## src/hdl/vrp_pkg.sv

```systemverilog
package vrp_pkg;

  localparam int ANGLE_W    = 16;
  localparam int ANGLE_FRAC = 14;
  localparam int DIST_W     = 12;
  localparam int SCREEN_W   = 13;
  localparam int OUT_W      = 16;
  // quotient magnitude bits kept by the divider; anything larger saturates
  localparam int QUOT_BITS  = 17;

  localparam logic signed [OUT_W-1:0] IGNORE_COORD = -16'sd666;
  localparam logic signed [OUT_W-1:0] SAT_MAX      = 16'sd32767;
  localparam logic signed [OUT_W-1:0] SAT_MIN      = -16'sd32768;

  typedef enum logic [2:0] {
    REG_SIN    = 3'd0,
    REG_COS    = 3'd1,
    REG_CAM_X  = 3'd2,
    REG_CAM_Y  = 3'd3,
    REG_CAM_Z  = 3'd4,
    REG_DIST   = 3'd5,
    REG_WIDTH  = 3'd6,
    REG_HEIGHT = 3'd7
  } cfg_reg_t;

  // per-item flags carried alongside the divider data
  typedef struct packed {
    logic vis;
    logic neg_x;
    logic neg_y;
  } vrp_flags_t;

endpackage

```

## src/hdl/vrp_scale.sv

```systemverilog
module vrp_scale #(
  parameter int XW = 41,
  parameter int FRAC_BITS = 8,
  localparam int NW = XW + vrp_pkg::DIST_W
) (
  input  logic                             clk,
  input  logic                             rst,
  input  logic                             in_valid,
  output logic                             in_ready,
  input  logic signed [XW-1:0]             xr,
  input  logic signed [XW-1:0]             yr,
  input  logic signed [XW-1:0]             zr,
  input  logic                             hidden,
  input  logic [vrp_pkg::DIST_W-1:0]       view_distance,
  output logic                             out_valid,
  input  logic                             out_ready,
  output logic [NW-1:0]                    mag_x,
  output logic [NW-1:0]                    mag_y,
  output logic [XW-2:0]                    den,
  output vrp_pkg::vrp_flags_t              flags
);

  // zr must exceed 2.0 in the rotated scale
  localparam logic signed [XW-1:0] ZLIM = XW'(1) <<< (FRAC_BITS + vrp_pkg::ANGLE_FRAC + 1);

  logic                 va;
  logic signed [NW-1:0] nx, ny;
  logic signed [XW-1:0] za;
  logic                 visa;
  logic                 rdya, rdyb;

  assign rdyb     = !out_valid || out_ready;
  assign rdya     = !va || rdyb;
  assign in_ready = rdya;

  always_ff @(posedge clk) begin
    if (rst) begin
      va <= 1'b0;
    end else if (rdya) begin
      va <= in_valid;
    end
    if (rdya) begin
      nx   <= NW'(signed'({1'b0, view_distance})) * NW'(xr);
      ny   <= NW'(signed'({1'b0, view_distance})) * NW'(yr);
      za   <= zr;
      visa <= !hidden && (zr > ZLIM);
    end
  end

  always_ff @(posedge clk) begin
    if (rst) begin
      out_valid <= 1'b0;
    end else if (rdyb) begin
      out_valid <= va;
    end
    if (rdyb) begin
      mag_x       <= nx[NW-1] ? NW'(-nx) : NW'(nx);
      mag_y       <= ny[NW-1] ? NW'(-ny) : NW'(ny);
      den         <= za[XW-2:0];
      flags.vis   <= visa;
      flags.neg_x <= nx[NW-1];
      flags.neg_y <= ny[NW-1];
    end
  end

endmodule

```

## config.mk

```make
export PLATFORM = sky130hd
export DESIGN_NAME = vrp_scale
export DESIGN_NICKNAME = d
export VERILOG_FILES = /design/src/hdl/vrp_pkg.sv /design/src/hdl/vrp_scale.sv
export SDC_FILE = /design/constraint.sdc
export NUM_CORES = 2
export LEC_CHECK = 0
export BUFFER_PORTS_ARGS = -buffer_cell sky130_fd_sc_hd__buf_2
export CORE_ASPECT_RATIO = 0.5
export CORE_MARGIN = 1
export CORE_UTILIZATION = 30
export DETAILED_ROUTE_END_ITERATION = 6
export HOLD_SLACK_MARGIN = 0.03
export SYNTH_ARGS = -nofsm -noshare
export SYNTH_HDL_FRONTEND = slang
export SYNTH_SLANG_ARGS = --single-unit
```

## constraint.sdc

```tcl
create_clock -name clk -period 8.6 [get_ports clk]
set_clock_uncertainty 0.2 [all_clocks]
set_input_delay 1.29 -clock clk [delete_from_list [all_inputs] [get_ports clk]]
set_output_delay 1.29 -clock clk [all_outputs]
set_load 0.02 [all_outputs]
```

# == After elaboration in Yosys (flattened, before gate mapping) ==
# Index checks and enable logic that the tools add are counted.
# word_totals
elab_cells,27
in_bits,140
out_inout_bits,151
ff_bits,298
# op_classes
order_cmp,1
mul,2
mux,2
reduce_logical,6
n_addsub,2
# op_table
cell,count
$mul 13x41->53,2
$neg 53->53,2
$mux 52,2
$gt 41x25->1 const B,1
$logic_not 1->1,3
$logic_or 1x1->1,2
$logic_and 1x1->1,1

# == Logic depth before layout (Yosys ltp) ==
# depth
ltp_word,3
mapped_depth,24
mapped_depth_nobuf,21

# == Least setup slack after synthesis ==
# Ideal clock, no wire load.
# synth_timing
path_type,input to register
startpoint,input view_distance[7] (netlist name)
endpoint,"register ny[45], data pin"
setup_slack_ns,1.243
n_path_buf,3
arrival_time_ns,6.894
path_stages,22
setup_time_ns,0.263
cell_sequence,clkbuf_1 clkbuf_1 nand2_1 fa_1 inv_1 fa_1 fa_1 fa_1 inv_1 fa_1 inv_1 ha_1 clkbuf_1 a211o_1 a211oi_1 nor2_1 o41ai_1 a31oi_1 o31ai_1 a21boi_0 a311oi_1 xnor2_1
# synth_between
elab_chain_len,1
# synth_lines
item,line,rtl
from (decl),vrp_scale.sv:14,"input logic [vrp_pkg::DIST_W-1:0] view_distance,"
$mul 13x41->53,vrp_scale.sv:44,"ny <= NW'(signed'({1'b0, view_distance})) * NW'(yr);"
to (signal assigned),vrp_scale.sv:44,
to (decl),vrp_scale.sv:27,"logic signed [NW-1:0] nx, ny;"
# No other way between the ends.
# A chain may end at the register's enable or synchronous reset.

# == Final worst setup path ==
# layout_timing
startpoint,input view_distance[4] (netlist name)
endpoint,"register nx[47], data pin"
# layout_between
elab_chain_len,1
# layout_lines
item,line,rtl
$mul 13x41->53,vrp_scale.sv:43,"nx <= NW'(signed'({1'b0, view_distance})) * NW'(xr);"
to (signal assigned),vrp_scale.sv:43,
to (decl),vrp_scale.sv:27,
# No other way between the ends.

==> impl_metrics.toml <==
[synth]
synth_cells = 4591
synth.net_count = 5811
syn_area_per_cell_um2 = 9.71
netlist_area_um2 = 44600
yosysSeqAreaShare = 0.200
ys_seq_elements = 298
synth-async-reset-ratio = 0
synthFlopType = "edfxtp_1"
synth_edf_count = 296
yosys_warnings = 0
ys_types = 63

[routing]
drt_pass1_iterations = 5
wirelength_mm = 108
drc = 0
avgViaCountPerCell = 4.57
wire_per_inst_um = 16.1
drtIter0Drc = 1650
postRouteAntennaNets = 0
route.vias.total = 30800

[die]
die_h_um = 275
row_count = 99
dieWidth_um = 547
coreArea_um2 = 147000
start_util = 0.304
io_pins = 291
die_area_um2 = 150000

[placed_design]
portBuffers = 290
gp_congestion = 0.847
dp_hpwl_mm = 88.1

[min_path]
hold_path_class = "flop to flop"

[clocking]
cts_tree = "yes"
cts_max_level = 1
hold_buffers = 0
root_buffer = "clkbuf_16"
cts_buffers = 29
clk_pin_slew_ps = 70
clk_path_buf_depth = 3
cts_sinks = 298
insertion_delay_ps = 620
postCtsSetupBuffers = 0
cts_resized = 0

[timing]
maxSlewViolCount = 0
fin_crit_sh = 0.874
setup_tns_ps = 0
worst_pin_slew_ps = 894
hold_viol_final = 0
period_minus_slack_ps = 7510
rsz0062_at_grt = "no"
fmax_ghz = 0.133
maxSlewHeadroom = 0.404
setup_viol = 0

[layout]
fill_cells = 15100
final_cell_mix = "inv_1, fa_1, nand2_1, and2_1, edfxtp_1"
final_common_cell = "inv_1"
nNetsFinal = 5950
drive_above_1_share = 0.0825
area.growth.synth_to_final_pct = 9.70

[setup_path]
critPathCapture = "nx[47]"
reg2reg_from = "nx[4]"
crit_cells = 21
r2r_end = "mag_x[50]"
crit_family = "adder cells"
critical_path_arrival_ps = 7670
cpPeakStageDelay_ps = 540
crit_path_frequent_cell = "fa_1"
rr_worst_depth = 9
critical_path.startpoint = "view_distance[4]"
cpMaxStageDelayCell = "fa_1"
timing_worst_setup_path_type = "primary input to flop"
cp_max_fo = 35
cp-start-kind = "primary input"
r2r_slack_ps = 4490
crit_chain = "buf_2 -> buf_4 -> nand2_1 -> fa_1 -> fa_1 -> inv_1 -> fa_1 -> fa_1 -> inv_1 -> fa_1 -> inv_1 -> ha_1 -> nand2_1 -> o211ai_1 -> a22oi_1 -> o21ai_0 -> a21oi_1 -> a21oi_1 -> a21oi_1 -> o21ai_0 -> xor2_1"
required_ps = 8760
end_kind = "flop"
cp_num_buf_inv = 5

[outcome]
outcome = "completed"

[global_routing]
grt_max_degree = 83
grt_pass1_wl_mm = 176
antenna_found_initial = 25
grt_usage = 0.146
overflow = 0
grt_pass1_vias = 32500

[flow_run]
cap_violations = 0
==> state kept, by name, summed over array words and instances, names as in the netlist <==
| signal | flops |
|---|---|
| ny | 53 |
| mag_y | 53 |
| out_valid | 1 |
| nx | 53 |
| mag_x | 53 |
| visa | 1 |
| den | 40 |
| za | 40 |
| va | 1 |
| flags | 3 |
==> layer usage <==
metal	GRT usage	wire length (um)	vias to the layer above
met1	0.185	45800	15900
li1	-	-	14100
met2	0.266	55600	603
met4	0.0349	2500	20
met3	0.0179	4450	142
met5	0	119	-
==> worst register-to-register path: stages, from the launching register on <==
cell      delay, ps
edfxtp_1        440
nor4_1          400
or2b_2          380
nor3_1          660
nand3_2         140
or2_1           280
or3_1           490
or3_4           450
o41ai_2         340
xnor2_1         100
==> worst min-delay path by stage <==
stage                       from      end  slack (ps)  cells past startpoint
after floorplan            za[0]   den[0]         200                      0
after global placement    za[35]  den[35]         200                      0
after detailed placement  za[20]  den[20]         200                      0
after CTS                 za[20]  den[20]         220                      0
after global routing      za[16]  den[16]         230                      0
final                     za[28]  den[28]         220                      0
==> cells in the mapped netlist, types with 2 or more instances <==
| cell type | number | area [um2] |
|---|---|---|
| inv_1 | 1092 | 4100 |
| fa_1 | 850 | 17000 |
| nand2_1 | 603 | 2260 |
| and2_1 | 481 | 3010 |
| edfxtp_1 | 296 | 8890 |
| ha_1 | 230 | 2880 |
| clkbuf_1 | 222 | 833 |
| xnor2_1 | 174 | 1520 |
| a21oi_1 | 101 | 505 |
| o21ai_0 | 83 | 415 |
| nor2_1 | 67 | 251 |
| a21o_1 | 53 | 398 |
| o31ai_1 | 37 | 278 |
| xor2_1 | 32 | 280 |
| nand3_1 | 25 | 125 |
| o21bai_1 | 22 | 165 |
| or3_1 | 22 | 138 |
| nor4_1 | 18 | 113 |
| nand4_1 | 17 | 106 |
| o41ai_1 | 15 | 131 |
| nor3_1 | 14 | 70.1 |
| a31oi_1 | 12 | 75.1 |
| a211oi_1 | 9 | 67.6 |
| nand2b_1 | 9 | 56.3 |
| o21a_1 | 9 | 67.6 |
| or4_1 | 9 | 67.6 |
| a21boi_0 | 8 | 60.1 |
| and3_1 | 8 | 50.1 |
| nor2b_1 | 6 | 37.5 |
| o211ai_1 | 6 | 45.0 |
| a221oi_1 | 5 | 43.8 |
| a211o_1 | 4 | 35.0 |
| and4_1 | 4 | 35.0 |
| nor4b_1 | 4 | 35.0 |
| a22oi_1 | 3 | 22.5 |
| a31o_2 | 3 | 26.3 |
| o22ai_1 | 3 | 18.8 |
| or2_2 | 3 | 18.8 |
| or4_2 | 3 | 26.3 |
| a311oi_1 | 2 | 17.5 |
| a41oi_1 | 2 | 17.5 |
| dfxtp_1 | 2 | 40.0 |
| nand3b_1 | 2 | 15.0 |
| nand4b_1 | 2 | 17.5 |
==> cell type report <==
cell class,count,area [um2],share of cell area
Multi-Input combinational cell,2976,30700,0.628
Clock buffer,37,756,0.0155
Antenna cell,8,20.0,0.000409
Inverter,1092,4100,0.0839
Timing Repair Buffer,333,1810,0.0371
Tap cell,1969,2460,0.0504
Sequential cell,298,8930,0.183
Clock inverter,15,120,0.00246
==> stage by stage <==
stage	setup slack, ps	cells	hold slack, ps	util	instance area, um2
2_1_floorplan	1240	4591	200	-	44600
3_3_place_gp	640	6668	200	0.327	48000
3_5_place_dp	573	6668	205	0.327	48000
4_1_cts	1270	6720	220	0.333	48900
5_1_grt	754	6726	226	0.333	48900
6_report	1090	6728	219	0.333	48900
==> cell families (layout without fill, tap and decap cells) <==
| logic type | Yosys count | in the layout | synth area share |
|---|---|---|---|
| AO/OA/AOI/OAI | 383 | 383 | 0.0550 |
| XOR/XNOR | 206 | 206 | 0.0405 |
| adder cells (fa/ha/maj) | 1080 | 1080 | 0.446 |
| buffers and inverters | 1317 | 1477 | 0.111 |
| flip-flops | 298 | 298 | 0.200 |
| other | 0 | 8 | 0 |
| AND/OR/NAND/NOR | 1307 | 1307 | 0.147 |
Power is left out: the tool's default activity adds up to more than one toggle a clock period on the data nets, which glitch-free logic cannot reach.
