$ cat src/hdl/vrp_pkg.sv
package vrp_pkg;

  localparam int ANGLE_W    = 16;
  localparam int ANGLE_FRAC = 14;
  localparam int DIST_W     = 12;
  localparam int SCREEN_W   = 13;
  localparam int OUT_W      = 16;
  // quotient magnitude bits kept by the divider; anything larger saturates
  localparam int QUOT_BITS  = 17;

  localparam logic signed [OUT_W-1:0] IGNORE_COORD = -16'sd666;
  localparam logic signed [OUT_W-1:0] SAT_MAX      = 16'sd32767;
  localparam logic signed [OUT_W-1:0] SAT_MIN      = -16'sd32768;

  typedef enum logic [2:0] {
    REG_SIN    = 3'd0,
    REG_COS    = 3'd1,
    REG_CAM_X  = 3'd2,
    REG_CAM_Y  = 3'd3,
    REG_CAM_Z  = 3'd4,
    REG_DIST   = 3'd5,
    REG_WIDTH  = 3'd6,
    REG_HEIGHT = 3'd7
  } cfg_reg_t;

  // per-item flags carried alongside the divider data
  typedef struct packed {
    logic vis;
    logic neg_x;
    logic neg_y;
  } vrp_flags_t;

endpackage

$ cat src/hdl/vrp_rotate.sv
module vrp_rotate #(
  parameter int CB = 24,
  localparam int PW = CB + vrp_pkg::ANGLE_W,
  localparam int XW = CB + vrp_pkg::ANGLE_W + 1
) (
  input  logic                                 clk,
  input  logic                                 rst,
  input  logic                                 in_valid,
  output logic                                 in_ready,
  input  logic signed [CB-1:0]                 x,
  input  logic signed [CB-1:0]                 y,
  input  logic signed [CB-1:0]                 z,
  input  logic                                 hidden,
  input  logic signed [vrp_pkg::ANGLE_W-1:0]   sin_angle,
  input  logic signed [vrp_pkg::ANGLE_W-1:0]   cos_angle,
  input  logic signed [CB-1:0]                 cam_x,
  input  logic signed [CB-1:0]                 cam_y,
  input  logic signed [CB-1:0]                 cam_z,
  output logic                                 out_valid,
  input  logic                                 out_ready,
  output logic signed [XW-1:0]                 xr,
  output logic signed [XW-1:0]                 yr,
  output logic signed [XW-1:0]                 zr,
  output logic                                 out_hidden
);

  logic                 v1;
  logic signed [PW-1:0] pxc, pzs, pxs, pzc;
  logic signed [CB-1:0] y1;
  logic                 h1;
  logic                 rdy1, rdy2;

  assign rdy2     = !out_valid || out_ready;
  assign rdy1     = !v1 || rdy2;
  assign in_ready = rdy1;

  always_ff @(posedge clk) begin
    if (rst) begin
      v1 <= 1'b0;
    end else if (rdy1) begin
      v1 <= in_valid;
    end
    if (rdy1) begin
      pxc <= PW'(x) * PW'(cos_angle);
      pzs <= PW'(z) * PW'(sin_angle);
      pxs <= PW'(x) * PW'(sin_angle);
      pzc <= PW'(z) * PW'(cos_angle);
      y1  <= y;
      h1  <= hidden;
    end
  end

  always_ff @(posedge clk) begin
    if (rst) begin
      out_valid <= 1'b0;
    end else if (rdy2) begin
      out_valid <= v1;
    end
    if (rdy2) begin
      xr <= XW'(pxc) - XW'(pzs) + (XW'(cam_x) <<< vrp_pkg::ANGLE_FRAC);
      yr <= (XW'(y1) + XW'(cam_y)) <<< vrp_pkg::ANGLE_FRAC;
      zr <= XW'(pxs) + XW'(pzc) + (XW'(cam_z) <<< vrp_pkg::ANGLE_FRAC);
      out_hidden <= h1;
    end
  end

endmodule

$ cat config.mk
export PLATFORM = sky130hd
export DESIGN_NAME = vrp_rotate
export DESIGN_NICKNAME = d
export VERILOG_FILES = /design/src/hdl/vrp_pkg.sv /design/src/hdl/vrp_rotate.sv
export SDC_FILE = /design/constraint.sdc
export NUM_CORES = 2
export LEC_CHECK = 0
export ABC_AREA = 1
export BUFFER_PORTS_ARGS = -buffer_cell sky130_fd_sc_hd__clkbuf_2
export CELL_PAD_IN_SITES_DETAIL_PLACEMENT = 1
export CELL_PAD_IN_SITES_GLOBAL_PLACEMENT = 2
export CORE_MARGIN = 2
export CORE_UTILIZATION = 39
export CTS_CLUSTER_DIAMETER = 150
export DETAILED_ROUTE_END_ITERATION = 6
export GPL_TIMING_DRIVEN = 0
export PLACE_DENSITY_LB_ADDON = 0.3
export SYNTH_ARGS = -nofsm -noshare
export SYNTH_HDL_FRONTEND = slang
export SYNTH_SLANG_ARGS = --single-unit
$ cat constraint.sdc
create_clock -name clk -period 7.4 [get_ports clk]
set_input_delay 0.37 -clock clk [delete_from_list [all_inputs] [get_ports clk]]
set_output_delay 0.37 -clock clk [all_outputs]
set_load 0.01 [all_outputs]
* Word-level counts from Yosys, hierarchy flattened
Index checks and enable logic that the tools add are counted.
Storage, ports and cells: flip-flop bits (word level) 297, input port bits 181, output and inout port bits 126, logic and storage cells 25
Cells by class: add/subtract/negate cells 5, multipliers 4, reduce and logical (&&, ||, !) cells 4
Operators with widths (count):
- $mul A24 B16 Y40 | 4
- $add A41 B38 Y41 | 2
- $add A40 B40 Y41 | 1
- $sub A40 B40 Y41 | 1
- $add A24 B24 Y25 | 1
- $logic_not A1 Y1 | 2
- $logic_or A1 B1 Y1 | 2

* Logic depth before layout (Yosys ltp)
depth in word-level cells 3, gate-level depth with buffers 26, gate-level depth less buffers 25

* Least setup slack after synthesis
No wires, ideal clock.
kind input -> register, from in out_ready, to reg h1, enable pin, library setup time 1988 ps, data arrival time 4623 ps, data required time 5412 ps, setup slack 790 ps, cell stages on the path 2, path buffers 0, path through inv_1 -> nand3_1
Between the ends: cells in the longest elaborated chain, start to end 2
RTL lines:
- start: declaration | line vrp_rotate.sv:20 | input logic out_ready,
- $logic_or A1 B1 Y1 | line vrp_rotate.sv:33 | assign rdy2 = !out_valid || out_ready;
- $logic_or A1 B1 Y1 | line vrp_rotate.sv:34 | assign rdy1 = !v1 || rdy2;
- via in_ready | line vrp_rotate.sv:9 | output logic in_ready,
- end signal: assignment | line vrp_rotate.sv:49 | h1 <= hidden;
- end: declaration | line vrp_rotate.sv:30 | logic h1;
The timed path passes the listed nets, and every way through them passes these cells. A chain may end at the register's enable or synchronous reset.

* Final worst setup path
from in cos_angle[12] (netlist bit), to reg pxc[38] (data pin)
Between the ends: cells in the longest elaborated chain, start to end 1
RTL lines:
- start: declaration | line vrp_rotate.sv:15 | input logic signed [vrp_pkg::ANGLE_W-1:0] cos_angle,
- $mul A24 B16 Y40 | line vrp_rotate.sv:44 | pxc <= PW'(x) * PW'(cos_angle);
- end signal: assignment | line vrp_rotate.sv:44
- end: declaration | line vrp_rotate.sv:28 | logic signed [PW-1:0] pxc, pzs, pxs, pzc;
Every way passes these cells.

==> results.cfg <==
[clocking]
clock_sink_count = 295
clock_tree.htree_level_count = 2
cts.repair_timing.setup_buffer_count = 0
cts_buffer_depth = 3
clock_latency_ns = 0.66
clock-root-buffer = sky130_fd_sc_hd__clkbuf_16
cts_tree = yes
cts-buffers-inserted = 40
clk_pin_slew_ns = 0.05

[drt]
detailroute.via_count = 68000
first_iter_violations = 5080
post-route-drc-count = 3
dr.pass1.iters = 7
drt-vias-per-instance = 5.01
drt-wirelength-per-cell_um = 24.5
totalWireLength_um = 332000
detail_route_antenna_nets = 0

[yosys]
yosysTopAreaCell = sky130_fd_sc_hd__fa_1
combinational_family_with_the_most_area_after_synthesis = adder cells
netlist-cell-type-count = 39
post_synth_design_cell_area_sq_um = 79400
synth.ff_latch_count = 295
synth-compound-area-share_pct = 2.18
yosysWarnings = 0
synth.yosys.seq_area_share_pct = 11.1
post_synth_xor_area_fraction_pct = 1.60
synthCells = 10500
synth-edff-count = 293
async_reset_ff_share_pct = 0
synth_top_flop_cell = sky130_fd_sc_hd__edfxtp_1
post_synth_mux_area_share_pct = 0
syn_avg_cell_area_sq_um = 7.57
post_synth_main_area_contributors = sky130_fd_sc_hd__fa_1 (39%), sky130_fd_sc_hd__nand2_1 (15%), sky130_fd_sc_hd__inv_1 (15%), sky130_fd_sc_hd__edfxtp_1 (11%), sky130_fd_sc_hd__ha_1 (8.2%)
synth_largest_type_area_fraction_pct = 39.1
post_synth_fa_ha_maj_area_fraction_pct = 47.3
synth_simple_gate_area_share_pct = 21.3

[setup_path]
cpLargestDelayFamily = adder cells
required_ns = 7.78
critical_path.most_common_cell = sky130_fd_sc_hd__fa_1
criticalPathCategory = in -> reg
timing.critical_path.cells = clkdlybuf4s15_1 -> clkbuf_1 -> nand2_1 -> fa_1 -> fa_1 -> fa_1 -> fa_1 -> inv_1 -> fa_1 -> fa_1 -> ha_1 -> inv_1 -> nor3_1 -> nand2_1 -> nor2_1 -> nand3b_1 -> nand4_1 -> nand2_1
timing.critical_path.buf_inv = 4
worst_path_largest_cell_delay_ns = 1.04
worst_path_max_delay_cell = sky130_fd_sc_hd__clkdlybuf4s15_1
crit_path_max_fanout = 10
crit_path_arrival_time_ns = 7.73
worstRegToRegCells = 9
worst_setup_path_end_kind = register
critPathLaunchType = input port
total_number_of_cells_along_the_worst_setup_path = 18

[die]
effective_utilization_at_floorplan_pct = 39.3
core_region_sq_um = 202000
die_h_um = 455
io-pin-count = 307
die_width_um = 455
die_area_sq_um = 207000
row_count = 165

[sta]
fmax_mhz = 136
fin_crit_ns = 7.35
hold_ws_ns = 0.0519
final_hold_viol_count = 0
finalSetupViolations = 0
grt_setup_unrepaired = true
min_period_over_period_pct = 99.3
worst-slew-pin-transition_ns = 1.62
timing_max_transition_violations_final = 66
fin_skew_ns = 0.0338
maxSlewHeadroom_pct = -7.97

[final_layout]
areaGrowthSynthToFinish_pct = 8.35
final_common_cell = sky130_fd_sc_hd__nand2_1
num-nets-final = 13100
share_of_post_route_cells_with_drive_strength_above_1_pct = 4.92
layout_common_cells = sky130_fd_sc_hd__nand2_1 (3201), sky130_fd_sc_hd__inv_1 (3137), sky130_fd_sc_hd__fa_1 (1551), sky130_fd_sc_hd__ha_1 (522), sky130_fd_sc_hd__nor2_1 (484)
fill_cell_count = 25400

[placed_design]
numPortBuffers = 262
hpwlAfterDp_um = 291000
finalWeightedCongestion = 0.947

[run_status]
failed_checks = DRC, capacitance limit, slew limit
run_status = finished, violations left

[global_routing]
grt_pass1_vias = 73400
grt_start_max_net_pins = 58
grt_antenna_before_repair = 47
global_route.usage.total_pct = 32.3
grt_remaining_overflow = 0
wire_length_of_the_first_global_routing_pass_um = 482000

[worst_hold_path]
holdPathStages = 2
min-delay-path-class = in -> reg

[flow_run]
maxCapViolations = 6
[registers in the layout, summed over array words and instances, names as in the netlist, 24 cells and up]
name / flops
pxs: 40
pzs: 40
zr: 41
yr: 25
y1: 24
pzc: 40
pxc: 40
xr: 41
[worst paths after layout]
kind                      start         end  slack, ns
setup / recovery  cos_angle[12]     pxc[38]       0.05
hold / removal         cam_y[0]      yr[14]       0.05
setup reg to reg        pxs[19]      zr[20]       3.72
hold reg to reg              h1  out_hidden       0.42
[area by class of cell]
| cell class | count | area, sq um | area share (%) |
|---|---|---|---|
| buffer | 319 | 1330 | 1.54 |
| tap | 2672 | 3340 | 3.88 |
| inverter | 3159 | 11900 | 13.8 |
| clock buffer | 50 | 1040 | 1.21 |
| clock inverter | 23 | 262 | 0.304 |
| antenna | 26 | 65.1 | 0.0756 |
| multi-input combinational | 6733 | 57600 | 66.9 |
| timing repair buffer | 299 | 1790 | 2.08 |
| sequential | 295 | 8840 | 10.3 |
[routing by layer]
metal	vias up	wire [um]	track usage, %	share of wire [%]
met2	1850	152000	51.9	46
met3	449	21700	4.97	6.5
met5	-	129	0	0.039
met4	18	11200	10.0	3.4
met1	35200	147000	44.7	44
li1	30500	-	-	-
[repair_timing]
| action | CTS | global route |
|---|---|---|
| hold endpoints to repair | 27 | 0 |
| setup endpoints to repair | 1 | 38 |
| hold buffers | 27 | 0 |
| gates cloned | 0 | 0 |
| resized for setup | 1 | 37 |
[per-stage QoR]
| stage | cells | area [sq um] | setup TNS, ns | setup WS (ns) | utilization, % |
|---|---|---|---|---|---|
| after CTS | 13500 | 85900 | 0 | 0.0140 | 42.5 |
| after global placement | 13400 | 84100 | -549.66 | -2.89 | 41.6 |
| final | 13600 | 86100 | 0 | 0.0486 | 42.5 |
| after floorplan | 10500 | 79500 | 0 | 0.790 | - |
| after detailed placement | 13400 | 84300 | -29.30 | -0.825 | 41.7 |
| after global routing | 13600 | 86100 | -0.0573 | -0.0288 | 42.5 |
[cells by family after synthesis]
| kind of cell | after synthesis |
|---|---|
| AO/OA/AOI/OAI | 295 |
| XOR/XNOR | 145 |
| adder cells (fa/ha/maj) | 2073 |
| buffers and inverters | 3479 |
| flip-flops | 295 |
| other | 1 |
| AND/OR/NAND/NOR | 4206 |
[cells in the mapped netlist, types with 33 or more instances]
master,n
sky130_fd_sc_hd__nand2_1,3202
sky130_fd_sc_hd__xor2_1,134
sky130_fd_sc_hd__inv_1,3137
sky130_fd_sc_hd__clkbuf_1,260
sky130_fd_sc_hd__nor2_1,484
sky130_fd_sc_hd__fa_1,1551
sky130_fd_sc_hd__nand3_1,289
sky130_fd_sc_hd__buf_1,44
sky130_fd_sc_hd__o21bai_1,53
sky130_fd_sc_hd__edfxtp_1,293
sky130_fd_sc_hd__nand4_1,62
sky130_fd_sc_hd__ha_1,522
sky130_fd_sc_hd__nand2_2,33
sky130_fd_sc_hd__a21oi_1,172
sky130_fd_sc_hd__nor2_2,36
Power is not shown: default switching activity piles up to over one toggle a cycle in this logic, so the estimate is an artifact.
